`config.mk`:
```
export PLATFORM = sky130hd
export DESIGN_NAME = yuv420_block_to_rgb
export DESIGN_NICKNAME = d
export VERILOG_FILES = /design/src/rtl/y2r_pkg.sv /design/src/rtl/yuv420_block_to_rgb.sv /design/src/rtl/y2r_green_quant.sv
export SDC_FILE = /design/constraint.sdc
export NUM_CORES = 2
export LEC_CHECK = 0
export ABC_AREA = 1
export BUFFER_PORTS_ARGS = -buffer_cell sky130_fd_sc_hd__buf_2
export CORE_ASPECT_RATIO = 2
export CORE_MARGIN = 1
export CORE_UTILIZATION = 40
export CTS_BUF_LIST = sky130_fd_sc_hd__clkbuf_8
export DETAILED_ROUTE_END_ITERATION = 12
export PLACE_DENSITY_LB_ADDON = 0.15
export SYNTH_ARGS = -nofsm -noshare
export SYNTH_HDL_FRONTEND = slang
export SYNTH_SLANG_ARGS = --single-unit
```
`constraint.sdc`:
```
create_clock -name clk -period 19.7 [get_ports clk]
set_input_delay 3.94 -clock clk [delete_from_list [all_inputs] [get_ports clk]]
set_output_delay 3.94 -clock clk [all_outputs]
set_load 0.005 [all_outputs]
```
`src/rtl/y2r_pkg.sv`:
```
// ----------------------------------------------------------------------------
// y2r_pkg
// Item types, fixed point constants and the byte clamp shared by the
// 4:2:0 block to RGB converter.
// ----------------------------------------------------------------------------
package y2r_pkg;

  typedef struct packed {
    logic [7:0] luma_top_left;
    logic [7:0] luma_top_right;
    logic [7:0] luma_bottom_left;
    logic [7:0] luma_bottom_right;
    logic [7:0] chroma_blue;
    logic [7:0] chroma_red;
  } in_item_t;

  typedef struct packed {
    logic [7:0] red_top_left;
    logic [7:0] green_top_left;
    logic [7:0] blue_top_left;
    logic [7:0] red_top_right;
    logic [7:0] green_top_right;
    logic [7:0] blue_top_right;
    logic [7:0] red_bottom_left;
    logic [7:0] green_bottom_left;
    logic [7:0] blue_bottom_left;
    logic [7:0] red_bottom_right;
    logic [7:0] green_bottom_right;
    logic [7:0] blue_bottom_right;
  } out_item_t;

  localparam int FRAC  = 16;
  localparam int SUM_W = 28;
  localparam int D_W   = 25;
  localparam int IDX_W = 10;
  localparam int X_W   = 20;

  localparam longint K_Y  = 76284;
  localparam longint K_RV = 104595;
  localparam longint K_BU = 132252;
  localparam longint K_GV = 53281;
  localparam longint K_GU = 25625;

  localparam longint G_LEVELS = 1023;
  localparam longint C_OFS    = 128 * (K_GV + K_GU);
  localparam longint C_RANGE  = 255 * (K_GV + K_GU);

  // index estimate: d * 1023 / range as a reciprocal product
  localparam int     S1   = 40;
  localparam int     M1_W = 26;
  localparam longint M1   = (G_LEVELS << S1) / C_RANGE;
  localparam int     P1_W = D_W + M1_W;
  localparam int     DK_W = D_W + IDX_W;

  // dequantize: idx * range / 1023 = idx * DQ_HI + idx * DQ_LO / 1023
  localparam longint DQ_HI = C_RANGE / G_LEVELS;
  localparam longint DQ_LO = C_RANGE % G_LEVELS;
  localparam int     S3    = 30;
  localparam int     M3_W  = 21;
  localparam longint M3    = (longint'(1) << S3) / G_LEVELS;
  localparam int     P3_W  = X_W + M3_W;

  localparam int Q_LAT = 7;

  localparam logic signed [SUM_W-1:0] SAT_MAX = SUM_W'(255 << FRAC);

  function automatic logic [7:0] clamp_byte(input logic signed [SUM_W-1:0] v);
    logic [7:0] res;
    if (v[SUM_W-1] || (v == SUM_W'(0))) begin
      res = 8'd0;
    end else if (v >= SAT_MAX) begin
      res = 8'hFF;
    end else begin
      res = v[FRAC+7:FRAC];
    end
    return res;
  endfunction

endpackage

```
`src/rtl/yuv420_block_to_rgb.sv`:
```
// ----------------------------------------------------------------------------
// yuv420_block_to_rgb
// BT.601 conversion of one 2x2 block of a 4:2:0 frame to four RGB pixels.
// Pipeline: 9 stages, from the input registers through the valid line to the output register.
// Throughput: one item per cycle; busy is tied low.
// Results are strobed for one cycle; the receiver cannot stall the pipe.
// Reset clears every valid bit; data registers are not reset.
// ----------------------------------------------------------------------------
module yuv420_block_to_rgb (
  input  logic                 clk,
  input  logic                 rst_n,
  input  logic                 start,
  output logic                 busy,
  input  y2r_pkg::in_item_t    in_data,
  output logic                 out_valid,
  output y2r_pkg::out_item_t   out_data
);

  localparam int SUM_W = y2r_pkg::SUM_W;
  localparam int D_W   = y2r_pkg::D_W;
  localparam int Q_LAT = y2r_pkg::Q_LAT;

  localparam logic signed [SUM_W-1:0] KY  = SUM_W'(y2r_pkg::K_Y);
  localparam logic signed [SUM_W-1:0] KRV = SUM_W'(y2r_pkg::K_RV);
  localparam logic signed [SUM_W-1:0] KBU = SUM_W'(y2r_pkg::K_BU);
  localparam logic signed [SUM_W-1:0] KGV = SUM_W'(y2r_pkg::K_GV);
  localparam logic signed [SUM_W-1:0] KGU = SUM_W'(y2r_pkg::K_GU);
  localparam logic signed [SUM_W-1:0] COFS = SUM_W'(y2r_pkg::C_OFS);
  localparam logic signed [SUM_W-1:0] OFS_Y = SUM_W'(16);
  localparam logic signed [SUM_W-1:0] OFS_C = SUM_W'(128);

  typedef struct packed {
    logic [3:0][SUM_W-1:0] ys;
    logic [SUM_W-1:0]      rs;
    logic [SUM_W-1:0]      bs;
  } carry_t;

  logic                     accept;
  logic [3:0][7:0]          luma;
  logic signed [SUM_W-1:0]  uc;
  logic signed [SUM_W-1:0]  vc;
  logic signed [SUM_W-1:0]  dsum;
  carry_t                   car_nxt;

  logic                     v1_r;
  carry_t                   car1_r;
  logic [D_W-1:0]           d1_r;
  logic [D_W-1:0]           deq;
  carry_t                   line_r [Q_LAT];
  logic [Q_LAT-1:0]         vline_r;

  logic [3:0][7:0]          red;
  logic [3:0][7:0]          green;
  logic [3:0][7:0]          blue;
  y2r_pkg::out_item_t       out_nxt;
  y2r_pkg::out_item_t       out_data_r;
  logic                     out_valid_r;

  assign busy   = 1'b0;
  assign accept = start & ~busy;

  assign luma[0] = in_data.luma_top_left;
  assign luma[1] = in_data.luma_top_right;
  assign luma[2] = in_data.luma_bottom_left;
  assign luma[3] = in_data.luma_bottom_right;

  always_comb begin
    uc = $signed({{(SUM_W-8){1'b0}}, in_data.chroma_blue}) - OFS_C;
    vc = $signed({{(SUM_W-8){1'b0}}, in_data.chroma_red}) - OFS_C;
    for (int i = 0; i < 4; i++) begin
      car_nxt.ys[i] = ($signed({{(SUM_W-8){1'b0}}, luma[i]}) - OFS_Y) * KY;
    end
    car_nxt.rs = vc * KRV;
    car_nxt.bs = uc * KBU;
    dsum = vc * KGV + uc * KGU + COFS;
  end

  always_ff @(posedge clk) begin
    if (!rst_n) begin
      v1_r        <= 1'b0;
      vline_r     <= '0;
      out_valid_r <= 1'b0;
    end else begin
      v1_r        <= accept;
      vline_r     <= {vline_r[Q_LAT-2:0], v1_r};
      out_valid_r <= vline_r[Q_LAT-1];
    end
  end

  always_ff @(posedge clk) begin
    car1_r    <= car_nxt;
    d1_r      <= dsum[D_W-1:0];
    line_r[0] <= car1_r;
    for (int k = 1; k < Q_LAT; k++) begin
      line_r[k] <= line_r[k-1];
    end
    out_data_r <= out_nxt;
  end

  y2r_green_quant u_quant (
    .clk (clk),
    .d   (d1_r),
    .deq (deq)
  );

  always_comb begin
    logic signed [SUM_W-1:0] ysv;
    logic signed [SUM_W-1:0] deqv;
    deqv = $signed({{(SUM_W-D_W){1'b0}}, deq});
    for (int i = 0; i < 4; i++) begin
      ysv      = $signed(line_r[Q_LAT-1].ys[i]);
      red[i]   = y2r_pkg::clamp_byte(ysv + $signed(line_r[Q_LAT-1].rs));
      blue[i]  = y2r_pkg::clamp_byte(ysv + $signed(line_r[Q_LAT-1].bs));
      green[i] = y2r_pkg::clamp_byte(ysv + COFS - deqv);
    end
    out_nxt.red_top_left       = red[0];
    out_nxt.green_top_left     = green[0];
    out_nxt.blue_top_left      = blue[0];
    out_nxt.red_top_right      = red[1];
    out_nxt.green_top_right    = green[1];
    out_nxt.blue_top_right     = blue[1];
    out_nxt.red_bottom_left    = red[2];
    out_nxt.green_bottom_left  = green[2];
    out_nxt.blue_bottom_left   = blue[2];
    out_nxt.red_bottom_right   = red[3];
    out_nxt.green_bottom_right = green[3];
    out_nxt.blue_bottom_right  = blue[3];
  end

  assign out_valid = out_valid_r;
  assign out_data  = out_data_r;

endmodule

```
`src/rtl/y2r_green_quant.sv`:
```
// ----------------------------------------------------------------------------
// y2r_green_quant
// Quantizes the offset green chroma term to a 10-bit index and maps the
// index back to its dequantized offset value, over seven register stages.
// ----------------------------------------------------------------------------
module y2r_green_quant (
  input  logic                    clk,
  input  logic [y2r_pkg::D_W-1:0] d,
  output logic [y2r_pkg::D_W-1:0] deq
);

  localparam int D_W   = y2r_pkg::D_W;
  localparam int IDX_W = y2r_pkg::IDX_W;
  localparam int X_W   = y2r_pkg::X_W;
  localparam int P1_W  = y2r_pkg::P1_W;
  localparam int DK_W  = y2r_pkg::DK_W;
  localparam int P3_W  = y2r_pkg::P3_W;
  localparam int S1    = y2r_pkg::S1;
  localparam int S3    = y2r_pkg::S3;

  logic [P1_W-1:0]  pd_r;
  logic [D_W-1:0]   d1_r;
  logic [IDX_W-1:0] est1_r;
  logic [DK_W-1:0]  er_r;
  logic [DK_W-1:0]  dk_r;
  logic [IDX_W-1:0] idx_r;
  logic [X_W-1:0]   xl_r;
  logic [D_W-1:0]   xh_r;
  logic [P3_W-1:0]  p3_r;
  logic [X_W-1:0]   xl5_r;
  logic [D_W-1:0]   xh5_r;
  logic [IDX_W-1:0] est2_r;
  logic [X_W-1:0]   e2k_r;
  logic [X_W-1:0]   xl6_r;
  logic [D_W-1:0]   xh6_r;
  logic [D_W-1:0]   deq_r;

  logic [IDX_W-1:0] est1_nxt;
  logic [IDX_W-1:0] est2_nxt;

  assign est1_nxt = pd_r[S1 +: IDX_W];
  assign est2_nxt = p3_r[S3 +: IDX_W];

  always_ff @(posedge clk) begin
    pd_r   <= P1_W'(d) * P1_W'(y2r_pkg::M1);
    d1_r   <= d;

    est1_r <= est1_nxt;
    er_r   <= DK_W'(est1_nxt) * DK_W'(y2r_pkg::C_RANGE);
    dk_r   <= (DK_W'(d1_r) << IDX_W) - DK_W'(d1_r);

    idx_r  <= est1_r + IDX_W'(dk_r >= (er_r + DK_W'(y2r_pkg::C_RANGE)));

    xl_r   <= X_W'(idx_r) * X_W'(y2r_pkg::DQ_LO);
    xh_r   <= D_W'(idx_r) * D_W'(y2r_pkg::DQ_HI);

    p3_r   <= P3_W'(xl_r) * P3_W'(y2r_pkg::M3);
    xl5_r  <= xl_r;
    xh5_r  <= xh_r;

    est2_r <= est2_nxt;
    e2k_r  <= (X_W'(est2_nxt) << IDX_W) - X_W'(est2_nxt);
    xl6_r  <= xl5_r;
    xh6_r  <= xh5_r;

    deq_r  <= xh6_r + D_W'(est2_r)
              + D_W'((xl6_r - e2k_r) >= X_W'(y2r_pkg::G_LEVELS));
  end

  assign deq = deq_r;

endmodule

```
== Yosys cells after proc, flatten, opt, wreduce, memory -nomap -nowiden ==
Memories as Yosys holds them, arrays and structs flattened.
Index checks and enable logic that the tools add are counted.
Cells by class
  add/sub/neg operators: 31
  multipliers: 13
  magnitude comparators: 14
  muxes and demuxes: 12
  reduce and logical (&&, ||, !) cells: 24
Operator list (number)
  28-bit by 25-bit greater-or-equal comparator with 1-bit output, second input constant: 12
  28-bit zero test: 12
  28-bit adder: 8
  9-bit by 16-bit multiplier with 25-bit output, second input constant: 5
  28-bit by 25-bit adder with 28-bit output, second input constant: 4
  28-bit by 26-bit subtractor with 28-bit output: 4
  8-bit two-way mux: 12
  25-bit by 25-bit multiplier with 49-bit output, second input constant: 1
  19-bit by 21-bit multiplier with 39-bit output, second input constant: 1
  8-bit by 5-bit subtractor with 9-bit output, second input constant: 4
  35-bit by 25-bit adder with 35-bit output, second input constant: 1
  35-bit greater-or-equal comparator: 1
  35-bit by 25-bit subtractor with 35-bit output: 1
  10-bit by 24-bit multiplier with 34-bit output, second input constant: 1
  9-bit by 18-bit multiplier with 27-bit output, second input constant: 1
  9-bit by 17-bit multiplier with 26-bit output, second input constant: 1
  25-bit by 1-bit adder with 25-bit output: 1
  25-bit by 10-bit adder with 25-bit output: 1
  25-bit adder: 1
  25-bit adder, second input constant: 1
  9-bit by 17-bit multiplier with 25-bit output, second input constant: 1
  10-bit by 13-bit multiplier with 23-bit output, second input constant: 1
  20-bit by 10-bit greater-or-equal comparator with 1-bit output, second input constant: 1
  20-bit by 10-bit subtractor with 20-bit output: 1
  5 further kinds: 17
Storage, ports and cells
  register bits after elaboration: 670
  memory bits (writable): 1176
  input bits: 51
  output and inout port bits: 98
  logic and storage cells: 133
  memories kept: 1
Memory list
  line_r: words 7, width 168, read ports 7, clocked after Yosys merged registers in 0, wr ports 7, line yuv420_block_to_rgb.sv:49  | carry_t line_r [Q_LAT];

== Logic depth before layout (Yosys ltp) ==
An unclocked memory read counts as a cell.
  depth in word-level cells: 5
  mapped depth: 27
  gate-level depth less buffers: 27

== By module ==
A second synthesis with hierarchy kept.
Second synthesis, totals
  cell total of the unflattened synthesis: 12772
  area, all modules: 103817.1 um^2
Modules (own cells, without submodules)
  yuv420_block_to_rgb: instances 1, cells an instance 9016, area each 71991.5 um^2, seq. area each 27106.0 um^2
  y2r_green_quant: instances 1, cells an instance 3756, area each 31825.5 um^2, seq. area each 6085.8 um^2

== Least setup slack after synthesis ==
Ideal clock, no wire load.
  path kind: in2reg
  start: input in_data[15] in the netlist's numbering
  end: register d1_r[22]
  setup time: 0.119 ns
  arrival: 9.084 ns
  required time: 19.581 ns
  path slack: 10.498 ns
  stages: 23
  buffers on the path: 0
  path through: inv_1 ha_1 inv_1 ha_1 fa_1 fa_1 inv_1 fa_1 inv_1 fa_1 fa_1 ha_1 a21oi_1 nand2_1 a21oi_1 nor2_1 nor2_1 o21ai_0 nand2_1 nand2_1 nand3_1 nand2_1 xor2_1
Between the ends
  longest elaborated chain between the ends: 4
RTL lines
  start, declared: line yuv420_block_to_rgb.sv:14  | input y2r_pkg::in_item_t in_data,
  8-bit by 8-bit subtractor with 9-bit output: line yuv420_block_to_rgb.sv:68  | uc = $signed({{(SUM_W-8){1'b0}}, in_data.chroma_blue}) - OFS_C;
  9-bit by 16-bit multiplier with 25-bit output: line yuv420_block_to_rgb.sv:75  | dsum = vc * KGV + uc * KGU + COFS;
  25-bit adder (2 in a row): line yuv420_block_to_rgb.sv:75
  net dsum[22]: line yuv420_block_to_rgb.sv:42  | logic signed [SUM_W-1:0] dsum;
  end signal, assigned: line yuv420_block_to_rgb.sv:92  | d1_r <= dsum[D_W-1:0];
  end, declared: line yuv420_block_to_rgb.sv:47  | logic [D_W-1:0] d1_r;
The timed path passes the listed nets, and every way through them passes these cells.
A chain may end at the register's enable or synchronous reset.

== Worst setup path in the final report ==
Ends and elaborated chain as after synthesis.

==> metrics.yaml <==
ant_nets: 0
fin_crit_ns: 9.452
tritoncts: "built"
cp.required_ns: 20.50
worst_pin_slew_ns: 1.126
die-height_um: 716.4
yosysMostFrequentCell: "nand2_1"
grt_pass1_vias: 82180
synth_top_cells_by_count: "nand2_1, inv_1, dfxtp_1"
cts_resized: 0
drc: 0
post_synth.cell_area_avg_um2: 8.251
endpoint: "d1_r[22]"
drt-pass1-iter-count: 8
r2r-end: "u_quant.pd_r[48]"
synth-seq-cells: 1658
gp_congestion: 1.017
maxCapViolCount: 0
post-cts-setup-buffers: 0
root_buffer: "clkbuf_8"
crit_type: "in -> reg"
numCtsBuffers: 227
clk_path_buf_depth: 4
seq_area_frac_synth_pct: 32.52
fmax_mhz: 105.8
ff2ff_setup_slack_ns: 13.03
insertion_delay_ns: 1.05
wirelength_um: 314200
hp-class: "reg -> reg"
initial_core_util_pct: 40.33
ys.flop_type: "dfxtp_1"
synth_cell_type_count: 57
dp_hpwl_um: 273100
cp_max_fo: 18
synth_top_area_cell: "dfxtp_1"
syn_inst: 12370
row_count: 261
drt-initial-drc-count: 3420
reg2reg_depth: 22
port_buffers: 147
worstPathArrival_ns: 10.25
clk_pin_slew_ns: 0.07
fin_setup_tns_ns: 0
ctsHoldBuffers: 0
grt_max_degree: 22
drive_gt1_share_pct: 4.823
io_pins: 149
die_w_um: 359.2
grt_pass1_wl_um: 471800
syn_nets: 14550
htree_levels: 4
rr_startpoint: "d1_r[10]"
clkSinkCount: 1658
rsz0062_at_grt: "false"
status: "complete, no violations"
antenna_found_initial: 11
yosys_warnings: 0
synth_edf_count: 0
startpoint_type: "input port"
cp-end-kind: "register"
crit_start: "in_data[15]"
relSlewSlack_pct: 24.80
setup-violations-final: 0
syn_to_final_growth_pct: 9.364
post-route-period-util_pct: 47.98
synthTopCellsByArea: "dfxtp_1, ha_1, fa_1, nand2_1, inv_1"
yosys.area.top_type_share_pct: 32.52
grt-ovfl-total: 0
avgRoutedWirePerCell_um: 19.38
grtUsageTotal_pct: 24.23
finalMaxSlewViolations: 0
vias: 78870
final_nets: 14940
hold_viol_final: 0
clock_skew_ns: 0.2252
synth_area_um2: 102100
die_area_um2: 257300
postSynth.asyncResetShare_pct: 0
coreArea_um2: 253100
routed_via_density: 4.864
area by class of cell:
class | instances | area (um2)
inverter | 2462 | 9241
tap | 3287 | 4113
timing repair buffer | 167 | 885.9
fill | 25480 | 141500
clock buffer | 274 | 3771
multi-input combinational | 8244 | 59590
clock inverter | 113 | 803.3
sequential | 1658 | 33190
antenna | 9 | 22.52
placed cells by master (no fill, tap or decap), drive strengths merged, types with 274 or more instances in the layout:
cell	count
nand2	2845
inv	2524
dfxtp	1658
ha	1566
nor2	853
a21oi	632
fa	560
nand3	509
xor2	293
clkbuf	274
kinds of logic (layout without fill, tap and decap cells):
| group | count (synthesis) | after routing | synth area share [%] |
|---|---|---|---|
| buf+inv | 2468 | 3016 | 9.093 |
| fa+ha+maj | 2126 | 2126 | 30.18 |
| other cells | 1 | 10 | 0.003674 |
| flops | 1658 | 1658 | 32.52 |
| simple gates | 4648 | 4648 | 19.00 |
| compound gates | 1069 | 1069 | 5.744 |
| xor+xnor | 400 | 400 | 3.451 |
stage by stage:
stage	hold WS [ns]	instance area [um2]	util [%]	worst slack, ns	std cells
floorplan	0.3096	102100	-	10.50	12370
global placement	0.3097	107000	42.29	9.119	15820
detailed placement	0.3121	107000	42.29	9.296	15820
CTS	0.1755	111600	44.09	10.34	16210
global route	0.2035	111600	44.09	9.838	16210
finish	0.2044	111600	44.10	10.25	16210
worst min path at each step:
stage	start	end	slack, ns	cells past startpoint
final	line_r[5][134]	line_r[6][134]	0.20	0
after CTS	line_r[5][134]	line_r[6][134]	0.18	0
after global routing	line_r[5][134]	line_r[6][134]	0.20	0
after detailed placement	car1_r[31]	line_r[0][31]	0.31	0
after global placement	line_r[3][73]	line_r[4][73]	0.31	0
after floorplan	car1_r[100]	line_r[0][100]	0.31	0
worst max-delay path: stages:
cell     delay (ns)
buf_2          0.18
inv_1          0.55
ha_1           0.39
inv_1          0.14
ha_1           0.29
fa_1           0.48
fa_1           0.55
inv_1          0.06
fa_1           0.53
inv_1          0.06
fa_1           0.50
fa_1           0.50
ha_1           0.38
a21oi_1        0.21
nand2_1        0.09
a21oi_1        0.23
nor2_1         0.07
nor2_1         0.22
o21ai_0        0.32
nand2_1        0.16
nand2_1        0.10
nand3_1        0.10
nand2_1        0.07
xor2_1         0.14
per-layer routing:
layer  vias to the layer above  track usage (%)  part of all wire (%)
met2                      1789            47.40                    53
met5                         -                0                0.0041
met4                         2            18.77                   8.7
li1                      39690                -                     -
met1                     36520            22.76                    35
met3                       870            2.562                   3.0
sequential cells by signal (all words and copies together), names as in the netlist:
| name | cells |
|---|---|
| u_quant.xl5_r | 19 |
| vline_r | 7 |
| u_quant.pd_r | 10 |
| out_data | 96 |
| out_valid | 1 |
| line_r | 1071 |
| u_quant.d1_r | 25 |
| u_quant.p3_r | 10 |
| u_quant.xh6_r | 20 |
| u_quant.xh_r | 23 |
| u_quant.est1_r | 10 |
| u_quant.e2k_r | 19 |
| u_quant.deq | 25 |
| d1_r | 25 |
| u_quant.est2_r | 10 |
| u_quant.xl_r | 16 |
| u_quant.er_r | 33 |
| car1_r | 153 |
| u_quant.dk_r | 35 |
| u_quant.idx_r | 10 |
| u_quant.xl6_r | 19 |
| v1_r | 1 |
| u_quant.xh5_r | 20 |
Power is left out: the tool's default activity adds up to more than one toggle a clock period on the data nets, which glitch-free logic cannot reach.
